<file path="config.mk">
export PLATFORM = sky130hd
export DESIGN_NAME = eul2rot_cordic_cell
export DESIGN_NICKNAME = d
export VERILOG_FILES = /design/src/design/assert_macros.svh /design/src/design/eul2rot_pkg.sv /design/src/design/eul2rot_cordic_cell.sv
export SDC_FILE = /design/constraint.sdc
export NUM_CORES = 1
export LEC_CHECK = 0
export BUFFER_PORTS_ARGS = -buffer_cell sky130_fd_sc_hd__buf_2
export CAP_MARGIN = 20
export CORE_AREA = 2 2 232 234
export DETAILED_ROUTE_END_ITERATION = 10
export DIE_AREA = 0 0 234 236
export GPL_TIMING_DRIVEN = 0
export PLACE_DENSITY = 0.73
export SLEW_MARGIN = 20
export SYNTH_ARGS = -nofsm -noshare
export SYNTH_HDL_FRONTEND = slang
export SYNTH_SLANG_ARGS = --single-unit
</file>
<file path="constraint.sdc">
create_clock -name aclk -period 20.9 [get_ports aclk]
set_clock_uncertainty 0.15 [all_clocks]
set_input_delay 2.09 -clock aclk [delete_from_list [all_inputs] [get_ports aclk]]
set_output_delay 2.09 -clock aclk [all_outputs]
set_load 0.005 [all_outputs]
</file>
<file path="src/design/assert_macros.svh">
// Assertion macros for the design files; only the top-level core includes them.
// No dependencies; compiled out when SYNTHESIS is defined.
`ifndef ASSERT_MACROS_SVH
`define ASSERT_MACROS_SVH

`ifndef SYNTHESIS

// same-cycle implication
`define ASSERT_IMPL(lbl, clk, rstn, ante, cons) \
    lbl: assert property (@(posedge clk) disable iff (!(rstn)) (ante) |-> (cons)) \
        else $error("same-cycle implication violated");

// next-cycle implication
`define ASSERT_NEXT(lbl, clk, rstn, ante, cons) \
    lbl: assert property (@(posedge clk) disable iff (!(rstn)) (ante) |=> (cons)) \
        else $error("next-cycle implication violated");

`else

`define ASSERT_IMPL(lbl, clk, rstn, ante, cons)
`define ASSERT_NEXT(lbl, clk, rstn, ante, cons)

`endif

`endif

</file>
<file path="src/design/eul2rot_pkg.sv">
// Shared constants, lane type and arctangent table for the Euler-to-matrix core.
// No dependencies.
package eul2rot_pkg;

    localparam int ANGLE_BITS_DEF      = 16;
    localparam int COEFF_FRAC_BITS_DEF = 14;
    localparam int CORDIC_STAGES_DEF   = 16;
    localparam int MAX_STAGES          = 24;

    localparam int FIELD_BITS    = 16;
    localparam int NUM_ANGLES    = 3;
    localparam int NUM_ENTRIES   = 9;
    localparam int IN_DATA_BITS  = FIELD_BITS * NUM_ANGLES;
    localparam int OUT_DATA_BITS = FIELD_BITS * NUM_ENTRIES;

    localparam int TURN_BITS = 32;
    localparam int XY_BITS   = 32;
    localparam int Z_BITS    = 33;
    localparam int INT_FRAC  = 30;

    localparam logic signed [XY_BITS-1:0] GAIN_INIT    = 32'sd652032874;
    localparam logic signed [Z_BITS-1:0]  QUARTER_TURN = 33'sh040000000;
    localparam logic signed [Z_BITS-1:0]  HALF_TURN    = 33'sh080000000;

    localparam int LANE_YAW   = 0;
    localparam int LANE_PITCH = 1;
    localparam int LANE_ROLL  = 2;

    typedef struct packed {
        logic signed [XY_BITS-1:0] x;
        logic signed [XY_BITS-1:0] y;
        logic signed [Z_BITS-1:0]  z;
        logic                      flip;
    } lane_t;

    // atan(2^-i) in turns, scaled by 2^32
    function automatic logic [TURN_BITS-1:0] atan_turn(input int idx);
        logic [TURN_BITS-1:0] v;
        case (idx)
            0:  v = 32'h20000000;
            1:  v = 32'h12E4051E;
            2:  v = 32'h09FB385B;
            3:  v = 32'h051111D4;
            4:  v = 32'h028B0D43;
            5:  v = 32'h0145D7E1;
            6:  v = 32'h00A2F61E;
            7:  v = 32'h00517C55;
            8:  v = 32'h0028BE53;
            9:  v = 32'h00145F2F;
            10: v = 32'h000A2F98;
            11: v = 32'h000517CC;
            12: v = 32'h00028BE6;
            13: v = 32'h000145F3;
            14: v = 32'h0000A2FA;
            15: v = 32'h0000517D;
            16: v = 32'h000028BE;
            17: v = 32'h0000145F;
            18: v = 32'h00000A30;
            19: v = 32'h00000518;
            20: v = 32'h0000028C;
            21: v = 32'h00000146;
            22: v = 32'h000000A3;
            23: v = 32'h00000051;
            default: v = '0;
        endcase
        return v;
    endfunction

endpackage

</file>
<file path="src/design/eul2rot_cordic_cell.sv">
// One CORDIC micro-rotation for the yaw, pitch and roll lanes, with its own
// handshake register. Depends on eul2rot_pkg.
module eul2rot_cordic_cell #(
    parameter int STAGE = 0
) (
    input  logic                                             aclk,
    input  logic                                             aresetn,
    input  logic                                             in_valid,
    output logic                                             in_ready,
    input  eul2rot_pkg::lane_t [eul2rot_pkg::NUM_ANGLES-1:0] in_lanes,
    output logic                                             out_valid,
    input  logic                                             out_ready,
    output eul2rot_pkg::lane_t [eul2rot_pkg::NUM_ANGLES-1:0] out_lanes
);

    localparam logic signed [eul2rot_pkg::Z_BITS-1:0] ATAN_Z =
        signed'({1'b0, eul2rot_pkg::atan_turn(STAGE)});

    eul2rot_pkg::lane_t [eul2rot_pkg::NUM_ANGLES-1:0] lanes_reg, lanes_next;
    logic valid_reg;

    always_comb begin
        for (int k = 0; k < eul2rot_pkg::NUM_ANGLES; k++) begin
            lanes_next[k] = in_lanes[k];
            if (!in_lanes[k].z[eul2rot_pkg::Z_BITS-1]) begin
                lanes_next[k].x = in_lanes[k].x - (in_lanes[k].y >>> STAGE);
                lanes_next[k].y = in_lanes[k].y + (in_lanes[k].x >>> STAGE);
                lanes_next[k].z = in_lanes[k].z - ATAN_Z;
            end else begin
                lanes_next[k].x = in_lanes[k].x + (in_lanes[k].y >>> STAGE);
                lanes_next[k].y = in_lanes[k].y - (in_lanes[k].x >>> STAGE);
                lanes_next[k].z = in_lanes[k].z + ATAN_Z;
            end
        end
    end

    assign in_ready  = !valid_reg || out_ready;
    assign out_valid = valid_reg;
    assign out_lanes = lanes_reg;

    always_ff @(posedge aclk) begin
        if (!aresetn) begin
            valid_reg <= 1'b0;
        end else if (in_ready) begin
            valid_reg <= in_valid;
        end
    end

    always_ff @(posedge aclk) begin
        if (in_ready) begin
            lanes_reg <= lanes_next;
        end
    end

endmodule

</file>
; ---- Word level (Yosys, flattened, before mapping)
; Cells that the tools add are included.
[totals]
rom_bits = 0
word_cells = 33
regBits = 295
ramBits = 0
input_bits = 298
mem_count = 0
latch_bits = 0
output_inout_bits = 296
[classes]
shifts = 0
n_mux = 3
mul = 0
order_cmp = 0
bitwise_logic = 0
add_sub_neg = 15
n_reduce_logical = 2
n_div = 0
eq_ne = 0
[op_table]
columns = cell, count
row1 = $mux 97, 3
row2 = $sub 32x32->32, 6
row3 = $add 33x31->33 const B, 3
row4 = $sub 33x31->33 const B, 3
row5 = $add 32x32->32, 3
row6 = $logic_not 1->1, 1
row7 = $logic_or 1x1->1, 1

; ---- Depth between registers and ports, before layout
; Gate-level depths: netlist of the first run.
[depth]
depth_word = 2
mapped_depth = 12
mapped_depth_nobuf = 12

; ---- Worst setup path after synthesis of the first run
; OpenSTA, ideal clock, no wires.
[synth_timing]
kind = input port to output port
start = in out_ready
end = out in_ready
arrival_time_ns = 9.094
cell_stages = 1
required_ns = 18.660
slack_ns = 9.566
path_buffers = 0
path_cell_list = nand2b_1
[synth_between]
elab_chain_len = 1
[synth_lines]
columns = element, line
row1 = "start, declared", eul2rot_cordic_cell.sv:12  ; input logic out_ready,
row2 = $logic_or 1x1->1, eul2rot_cordic_cell.sv:37  ; assign in_ready = !valid_reg || out_ready;
row3 = "end, declared", eul2rot_cordic_cell.sv:9  ; output logic in_ready,
; Every way passes these cells.

; ---- Worst setup path after layout of the first run
; Same ends and word-level chain as after synthesis.

==> results of run 1 <==
[sequential cells by signal, summed over array words and instances (netlist names)]
signal / cells
out_lanes: 291
out_valid: 1
[metal layers]
metal,vias to the layer above,share of wire,global-route usage
met2,1307,0.45,0.519
met1,11900,0.41,0.447
met3,262,0.086,0.0537
met5,-,0.00063,0
li1,11600,-,-
met4,10,0.048,0.152
[cells by family after synthesis]
group / count (synthesis) / synth area share
compound gates: 960 / 0.242
xor+xnor: 183 / 0.0626
fa+ha+maj: 300 / 0.150
buf+inv: 435 / 0.0674
flops: 292 / 0.342
mux: 38 / 0.0151
simple gates: 658 / 0.121
[worst max path at each step]
stage	from	to	slack [ns]	cells past startpoint
3_3_place_gp	out_ready	in_ready	5.66	3
4_1_cts	out_ready	in_ready	15.41	4
5_1_grt	out_ready	in_ready	15.34	4
2_1_floorplan	out_ready	in_ready	9.57	1
3_5_place_dp	in_lanes[231]	out_lanes[249]$_DFFE_PP_	15.18	12
6_report	out_ready	in_ready	15.42	4
[per-stage QoR]
step / hold slack [ns] / instances / total power [uW] / util / instance area, um2
floorplan: 2.04 / 2866 / 1240 / - / 25600
global placement: 2.12 / 4153 / 1550 / 0.555 / 29400
detailed placement: 0.881 / 4158 / 1540 / 0.557 / 29600
CTS: 0.899 / 4220 / 2180 / 0.579 / 30700
global route: 0.939 / 4230 / 2280 / 0.579 / 30800
finish: 0.890 / 4230 / 2180 / 0.579 / 30800
[placed cells by master, fill, tap and decap left out, types with 16 or more instances in the layout]
cell,Yosys,final
buf_2,30,621
ha_1,288,288
o31ai_1,23,22
nor2b_1,23,23
a211oi_1,31,31
xnor2_1,159,159
inv_1,295,295
clkbuf_1,64,67
mux2i_1,34,34
o21bai_1,77,77
nand3_1,48,48
nand4_1,28,28
clkinv_1,10,16
o21ai_0,164,164
nor2_1,242,242
a21oi_1,344,344
a31oi_1,34,34
nand2b_1,29,28
o21a_1,27,27
nand2_1,136,136
a21o_1,67,67
clkbuf_16,0,36
xor2_1,24,24
edfxtp_1,291,291
buf_1,19,19
o211ai_1,24,24
nor3_1,56,56
nor4_1,24,24
[power groups by stage]
stage               logic, uW  registers (uW)  clock network, uW
floorplan                 404             832                  0
global placement          721             828                  0
detailed placement        725             819                  0
CTS                       730             809                640
global route              802             816                661
finish                    745             808                630
[layout make-up]
cell class / count / area, um2
multi-input combinational: 2139 / 15100
tap: 696 / 871
fill: 4883 / 22300
antenna: 10 / 25.0
inverter: 312 / 1170
clock buffer: 39 / 912
buffer: 123 / 554
clock inverter: 23 / 243
sequential: 292 / 8760
timing repair buffer: 596 / 3090
[worst register-to-register path, delay by kind of cell, from the launching register on]
kind          cells  cell delay [ns]
flops             1             0.34
simple gates      1             0.48
buf+inv           2             0.71
==> impl_metrics.csv, run 1 <==
group,metric,value,unit
run_status,status,"finished, final reports clean",
setup_path,cp_cell_sequence,"buf_2 > nand2b_4 > buf_16 > buf_2",
final_layout,layout-drive-gt1-share,0.214,
cts,path_clk_slew,0.06,ns
cts,cts_max_level,2,
cts,cts_resized,0,
detailed_routing,firstDrtPassIters,6,
detailed_routing,avgViaCountPerCell,5.92,
sta,finalCritPeriodShare,0.262,
synth,synth_area_leaders,"edfxtp_1 (34%), ha_1 (14%), a21oi_1 (6.7%)",
setup_path,critPathRequiredTime,18.66,ns
cts,cts_tree,"done",
synth,ys_seq_area_frac,0.342,
pwr,p_sw_frac,0.347,
synth,netlist_instances,2866,
synth,synthMostInstantiatedCell,"a21oi_1",
min_path,hold_class,"reg2reg",
setup_path,cpPeakStageDelay,0.52,ns
cts,clk_path_buf_depth,3,
pwr,p_per_area,71.0,nW/um2
setup_path,cp_top_family,"buffers and inverters",
grt,grt_pass1_vias,24000,
grt,globalRouteOverflowTotal,0,
sta,grt_setup_unrepaired,"false",
synth,synth_ff_type,"edfxtp_1",
setup_path,worstSetupEndpointType,"output pin",
cts,post-cts-setup-buffers,0,
setup_path,crit_fanout,55,
setup_path,rr_worst_depth,3,
cts,clk_latency,0.54,ns
sta,finalSetupTns,0,ns
sta,maxSlewViolCount,0,
setup_path,reg2reg_to,"out_lanes[146]$_DFFE_PP_",
flow_run,cap_violations,0,
placement,port_buffers,591,
setup_path,slowest_stage,"nand2b_4",
min_path,whs_path_depth,1,
sta,layout_min_cycle_time,5.48,ns
setup_path,r2r_setup_slack,18.85,ns
grt,grt_pass1_wl,141000,um
grt,grt_max_degree,61,
setup_path,critPathBufInv,3,
grt,antenna_found_initial,15,
sta,maxSlewHeadroom,0.274,
pwr,ir_worst_vdd,0.0770,mV
sta,worst_pin_slew,1.08,ns
detailed_routing,wire_per_inst,22.4,um
setup_path,start_kind,"input port",
synth,async_reset_ff_frac,0,
pwr,p_sw,758,uW
synth,synth_area,25600,um2
setup_path,cpMostUsedCell,"buf_2",
sta,setup_viol,0,
detailed_routing,route.vias.total,25000,
sta,max_freq,182,MHz
setup_path,crit_type,"in2out",
cts,cts.sinks,292,
die,core,53100,um2
pwr,clkPwrFrac,0.289,
final_layout,nets,4097,
placement,dp_hpwl,76700,um
setup_path,r2r-start,"out_valid$_SDFFE_PN0P_",
die,die-area,55200,um2
synth,ys_ff_latch,292,
pwr,leakagePower,0.0140,uW
setup_path,arrival,3.24,ns
synth,synth_edf_count,291,
sta,hold_viol,0,
detailed_routing,drtIter0Drc,2768,
detailed_routing,antenna_left,0,
pwr,p_seq_frac,0.370,
min_path,worstHoldStart,"out_valid$_SDFFE_PN0P_",
die,die_w,234,um
synth,yosys.area.top_type_share,0.341,
detailed_routing,totalWireLength,94900,um
die,io_pins,594,
synth,synth_warnings,0,
synth,syn-num-nets,3464,
synth,synthDistinctLibCells,100,
min_path,holdPathEnd,"out_lanes[98]$_DFFE_PP_",
die,die_h,236,um
synth,synth_common_cells,"a21oi_1 (344), inv_1 (295), edfxtp_1 (291), ha_1 (288), nor2_1 (242)",
pwr,power_frac_comb,0.341,
synth,yosys.area.top_type,"edfxtp_1",
die,initial_core_util,0.482,
cts,hold_buffers,0,
detailed_routing,drcViolationCount,0,
cts,numCtsBuffers,35,
die,rows,85,
grt,grt_usage,0.331,
sta,fin_ws,15.42,ns
final_layout,area.growth.synth_to_final,20.1,%
synth,avgSynthCellArea,8.93,um2
placement,routabilityCongestion,1.02,
cts,cts-root-buf,"clkbuf_16",
placement,dp_slack,15.18,ns
pwr,internal_power,1420,uW
(Power assumes the default switching activity.)
==> inputs of run 2 (changes only) <==
==> constraint.sdc (replaced) <==
create_clock -name aclk -period 5.6 [get_ports aclk]
set_clock_uncertainty 0.15 [all_clocks]
set_input_delay 0.56 -clock aclk [delete_from_list [all_inputs] [get_ports aclk]]
set_output_delay 0.56 -clock aclk [all_outputs]
set_load 0.005 [all_outputs]
==> run 2 against run 1 <==
  * Die area is the same
  * Sequential power grew to 3.7 times the previous value
  * Largest cell class unchanged
  * Combinational power grew to 3.7 times the previous value
  * Sequential share of layout area shrank 0.054 points
  * Final cell count hardly changed
  * Total power increased to 3.7 times the previous value
==> impl_metrics.csv, run 2 (same netlist as run 1, synthesis figures left out) <==
group,metric,value,unit
run_status,status,"finished, final reports clean",
sta,hold_slack,0.0267,ns
setup_path,worstSetupEndpointType,"flip-flop",
min_path,whs_path_depth,1,
final_layout,mostFrequentLayoutCell,"buf_2",
min_path,holdPathEnd,"out_lanes[118]$_DFFE_PP_",
final_layout,nets,4102,
setup_path,rr_worst_depth,4,
grt,grt_max_degree,59,
flow_run,cap_violations,0,
detailed_routing,firstDrtPassIters,6,
final_layout,largest_reg_flops,291,
min_path,worstHoldStart,"in_lanes[118]",
final_layout,fin_cells,4233,
setup_path,arrival,3.91,ns
pwr,p_per_area,264,nW/um2
final_layout,post-route-util,0.581,
setup_path,reg2reg_to,"out_lanes[180]$_DFFE_PP_",
sta,setup_viol,0,
sta,hold_viol,0,
cts,numCtsBuffers,36,
die,die_w,234,um
sta,fin_ws,1.79,ns
die,rows,85,
sta,grt_setup_unrepaired,"false",
placement,place_area,29600,um2
die,core,53100,um2
final_layout,area.growth.synth_to_final,20.4,%
detailed_routing,drtIter0Drc,2679,
cts,post-cts-setup-buffers,0,
placement,dp_cells,4159,
min_path,hold_class,"in2reg",
placement,dp_slack,1.44,ns
cts,cts_tree,"done",
cts,clk_path_buf_depth,3,
placement,routabilityCongestion,1.02,
detailed_routing,wire_per_inst,21.9,um
grt,globalRouteOverflowTotal,0,
setup_path,r2r-start,"out_valid$_SDFFE_PN0P_",
final_layout,finish.instance_area,30800,um2
die,initial_core_util,0.482,
die,io_pins,594,
detailed_routing,route.vias.total,25000,
cts,cts.sinks,292,
grt,grt_usage,0.323,
final_layout,layout-drive-gt1-share,0.214,
setup_path,crit_type,"in2reg",
detailed_routing,drcViolationCount,0,
sta,maxSlewViolCount,0,
pwr,leakagePower,0.0140,uW
grt,grt_pass1_wl,138000,um
cts,clk_latency,0.53,ns
sta,finalCritPeriodShare,0.680,
placement,port_buffers,591,
detailed_routing,avgViaCountPerCell,5.91,
detailed_routing,antenna_left,0,
setup_path,r2r_setup_slack,3.58,ns
setup_path,critPathLaunch,"in_lanes[231]",
grt,grt_pass1_vias,23900,
grt,antenna_found_initial,12,
cts,path_clk_slew,0.07,ns
cts,cts_max_level,2,
die,die_h,236,um
setup_path,critPathRequiredTime,5.70,ns
cts,cts-root-buf,"clkbuf_16",
sta,worst_pin_slew,1.09,ns
setup_path,crit_fanout,6,
sta,layout_min_cycle_time,3.81,ns
sta,max_freq,263,MHz
cts,cts_resized,0,
placement,dp_hpwl,74700,um
die,die-area,55200,um2
setup_path,start_kind,"input port",
pwr,ir_worst_vdd,0.276,mV
final_layout,final_cell_mix,"buf_2 (621), a21oi_1 (344), inv_1 (295), edfxtp_1 (291), ha_1 (288)",
detailed_routing,totalWireLength,92500,um
sta,maxSlewHeadroom,0.272,
[run 2: worst max-delay path by stage]
stage,slack (ns),endpoint,depth (start not counted)
2_1_floorplan,0.49,out_valid$_SDFFE_PN0P_,2
3_3_place_gp,-1.59,in_ready,3
3_5_place_dp,1.44,out_lanes[158]$_DFFE_PP_,12
4_1_cts,1.98,out_lanes[158]$_DFFE_PP_,12
5_1_grt,1.81,out_lanes[253]$_DFFE_PP_,12
6_report,1.79,out_lanes[253]$_DFFE_PP_,12
[run 2: layer usage]
| metal | track usage | vias to the layer above | part of all wire |
|---|---|---|---|
| li1 | - | 11600 | - |
| met1 | 0.438 | 11800 | 0.41 |
| met5 | 0 | - | 0.00064 |
| met2 | 0.512 | 1407 | 0.45 |
| met3 | 0.0551 | 235 | 0.095 |
| met4 | 0.129 | 10 | 0.042 |
[run 2: layout make-up]
cell class              instances  area [um2]
well taps                     696         871
clock inverters                19         221
flip-flops and latches        292        8760
multi-input cells            2139       15100
plain buffers                 123         554
clock buffers                  45         956
diodes                          7        17.5
fillers                      4867       22300
inverters                     312        1170
repair buffers                600        3130
[run 2: critical path: stages]
cell and delay, ns:
buf_2 0.16, inv_1 0.10, ha_1 0.32, nand2b_1 0.17, a221o_1 0.35, a22oi_2 0.31
a41oi_2 0.31, o31ai_1 0.71, a21boi_0 0.25, nor3_1 0.32, a31o_2 0.23, xnor2_1 0.11
[run 2: through the flow]
stage          TNS [ns]  total power (uW)
2_1_floorplan         0              4600
3_3_place_gp    -291.07              5740
3_5_place_dp          0              5740
4_1_cts               0              8130
5_1_grt               0              8520
6_report              0              8150
[run 2: what timing repair did]
action	4_1_cts	5_1_grt
endpoints found under the setup margin	0	0
hold buffers	3	0
endpoints found under the hold margin	3	0
[run 2: power breakdown]
part | leakage [uW] | internal [uW] | switching, uW
combinational | 0.0104 | 1070 | 1700
sequential | 0.00302 | 2880 | 125
clock | 0.000570 | 1410 | 964
total | 0.0140 | 5360 | 2790
==> inputs of run 3 (changes only) <==
--- a/config.mk
+++ b/config.mk
@@ -7,11 +7,11 @@
 export LEC_CHECK = 0
 export BUFFER_PORTS_ARGS = -buffer_cell sky130_fd_sc_hd__buf_2
 export CAP_MARGIN = 20
-export CORE_AREA = 2 2 232 234
+export CORE_AREA = 2 2 234 236
 export DETAILED_ROUTE_END_ITERATION = 10
-export DIE_AREA = 0 0 234 236
+export DIE_AREA = 0 0 236 238
 export GPL_TIMING_DRIVEN = 0
-export PLACE_DENSITY = 0.73
+export PLACE_DENSITY = 0.75
 export SLEW_MARGIN = 20
 export SYNTH_ARGS = -nofsm -noshare
 export SYNTH_HDL_FRONTEND = slang
==> constraint.sdc (replaced) <==
create_clock -name aclk -period 3.2 [get_ports aclk]
set_clock_uncertainty 0.15 [all_clocks]
set_input_delay 0.32 -clock aclk [delete_from_list [all_inputs] [get_ports aclk]]
set_output_delay 0.32 -clock aclk [all_outputs]
set_load 0.005 [all_outputs]
==> run 3 against run 2 <==
  * Via count is 2.6% higher
  * Clock power is 85% higher
  * Critical path depth stayed put
  * Non-clock buffer count is 97 higher
  * Combinational power is 81% higher
  * Count of clock-buffer cells in the layout is 4 lower
  * Die area is 1.7% higher
  * Total power is 80% higher
==> impl_metrics.csv, run 3 (same netlist as run 1, synthesis figures left out) <==
group,metric,value,unit
run_status,status,"finished, final reports clean",
setup_path,reg2reg_to,"out_lanes[237]$_DFFE_PP_",
final_layout,fin_cells,4341,
grt,grt_pass1_vias,24500,
die,initial_core_util,0.479,
cts,cts_max_level,2,
die,rows,85,
sta,max_freq,319,MHz
final_layout,nets,4199,
min_path,worstHoldStart,"in_lanes[228]",
detailed_routing,avgViaCountPerCell,5.92,
min_path,whs_path_depth,3,
min_path,hold_class,"in2reg",
detailed_routing,antenna_left,0,
detailed_routing,totalWireLength,97700,um
detailed_routing,drcViolationCount,0,
cts,cts_tree,"done",
final_layout,largest_reg_flops,291,
sta,maxSlewHeadroom,0.249,
setup_path,critPathBufInv,2,
setup_path,critPathRequiredTime,3.31,ns
grt,grt_pass1_wl,146000,um
final_layout,mostFrequentLayoutCell,"buf_2",
sta,layout_min_cycle_time,3.13,ns
setup_path,worstSetupEndpointType,"flip-flop",
final_layout,final_cell_mix,"buf_2 (621), a21oi_1 (342), inv_1 (295), edfxtp_1 (291), ha_1 (287)",
cts,path_clk_slew,0.06,ns
setup_path,start_kind,"input port",
sta,setup_viol,0,
sta,finalCritPeriodShare,0.979,
sta,worst_pin_slew,1.13,ns
cts,cts-root-buf,"clkbuf_16",
grt,grt_max_degree,62,
grt,grt_usage,0.334,
cts,clk_latency,0.56,ns
setup_path,cpPeakStageDelay,0.42,ns
placement,routabilityCongestion,1.01,
die,core,53500,um2
setup_path,cp_cell_sequence,"buf_2 > inv_1 > ha_1 > nand2b_1 > a221o_1 > a22oi_2 > a41oi_4 > o31ai_2 > a21boi_0 > nor3_1 > a31o_2 > xnor2_1",
die,io_pins,594,
cts,numCtsBuffers,36,
pwr,p_per_area,458,nW/um2
setup_path,rr_worst_depth,3,
pwr,ir_worst_vdd,0.338,mV
sta,hold_viol,0,
placement,port_buffers,591,
grt,globalRouteOverflowTotal,0,
setup_path,crit_type,"in2reg",
min_path,holdPathEnd,"out_lanes[229]$_DFFE_PP_",
die,die-area,56200,um2
setup_path,r2r-start,"out_valid$_SDFFE_PN0P_",
setup_path,cp_top_family,"compound AO/OA/AOI/OAI gates",
detailed_routing,route.vias.total,25700,
die,die_w,236,um
setup_path,r2r_setup_slack,1.19,ns
die,die_h,238,um
pwr,leakagePower,0.0145,uW
detailed_routing,drtIter0Drc,2757,
final_layout,layout-drive-gt1-share,0.218,
placement,dp_cells,4158,
placement,dp_hpwl,76800,um
cts,clk_path_buf_depth,3,
setup_path,crit_fanout,6,
flow_run,cap_violations,0,
detailed_routing,firstDrtPassIters,6,
cts,cts.sinks,292,
detailed_routing,wire_per_inst,22.5,um
sta,maxSlewViolCount,0,
setup_path,slowest_stage,"o31ai_2",
grt,antenna_found_initial,22,
final_layout,area.growth.synth_to_final,25.2,%
setup_path,arrival,3.24,ns
pwr,finalPower,14700,uW
==> run 3: where the power goes <==
group          total, uW  switching (uW)  leakage (uW)  internal (uW)
Sequential          5270             221       0.00302           5050
Combinational       5020            3060        0.0109           1960
Clock               4390            1710      0.000602           2690
==> run 3: final cells by class <==
| type | instances | area, um2 |
|---|---|---|
| Inverter | 312 | 1170 |
| Fill cell | 4761 | 21400 |
| Timing Repair Buffer | 698 | 4100 |
| Clock inverter | 23 | 315 |
| Clock buffer | 41 | 941 |
| Antenna cell | 18 | 45.0 |
| Multi-Input combinational cell | 2139 | 15300 |
| Tap cell | 696 | 871 |
| Buffer | 122 | 554 |
| Sequential cell | 292 | 8760 |
==> run 3: per-layer routing <==
metal,share of wire,up-vias,global-route usage,wire length (um)
met5,0.0010,-,0,98
met4,0.047,14,0.145,4540
met3,0.089,290,0.0567,8740
met2,0.46,1477,0.542,45000
met1,0.40,12100,0.441,39300
li1,-,11800,-,-
==> run 3: repair_timing <==
action,CTS,global route
resized for setup,6,36
endpoints found under the hold margin,98,0
endpoints found under the setup margin,9,30
pin swaps,1,6
setup buffers,0,3
hold buffers,99,0
==> run 3: worst max path at each step <==
stage	from	end	slack, ns	cells past startpoint
finish	in_lanes[231]	out_lanes[253]$_DFFE_PP_	0.07	12
global route	in_lanes[132]	out_lanes[158]$_DFFE_PP_	-0.02	12
CTS	in_lanes[242]	out_lanes[291]$_DFFE_PP_	0.03	13
detailed placement	in_lanes[66]	out_lanes[96]$_DFFE_PP_	-0.81	13
global placement	in_lanes[231]	out_lanes[249]$_DFFE_PP_	-1.09	12
floorplan	in_lanes[132]	out_lanes[158]$_DFFE_PP_	0.08	11
==> run 3: worst register-to-register path, cell delays in order (launching register included) <==
cell	delay (ns)
dfxtp_1	0.33
nand2b_4	0.45
buf_16	0.35
buf_16	0.35
==> run 3: through the flow <==
step	instance area (um2)	utilization	hold WS [ns]	worst slack (ns)	TNS, ns
after floorplan	25600	-	0.269	0.0767	0
after global placement	29400	0.550	0.346	-1.09	-227.09
after detailed placement	29600	0.553	0.348	-0.807	-27.94
after CTS	31800	0.595	0.00123	0.0270	0
after global routing	32000	0.599	0.0338	-0.0152	-0.0320
final	32100	0.599	0.0316	0.0679	0
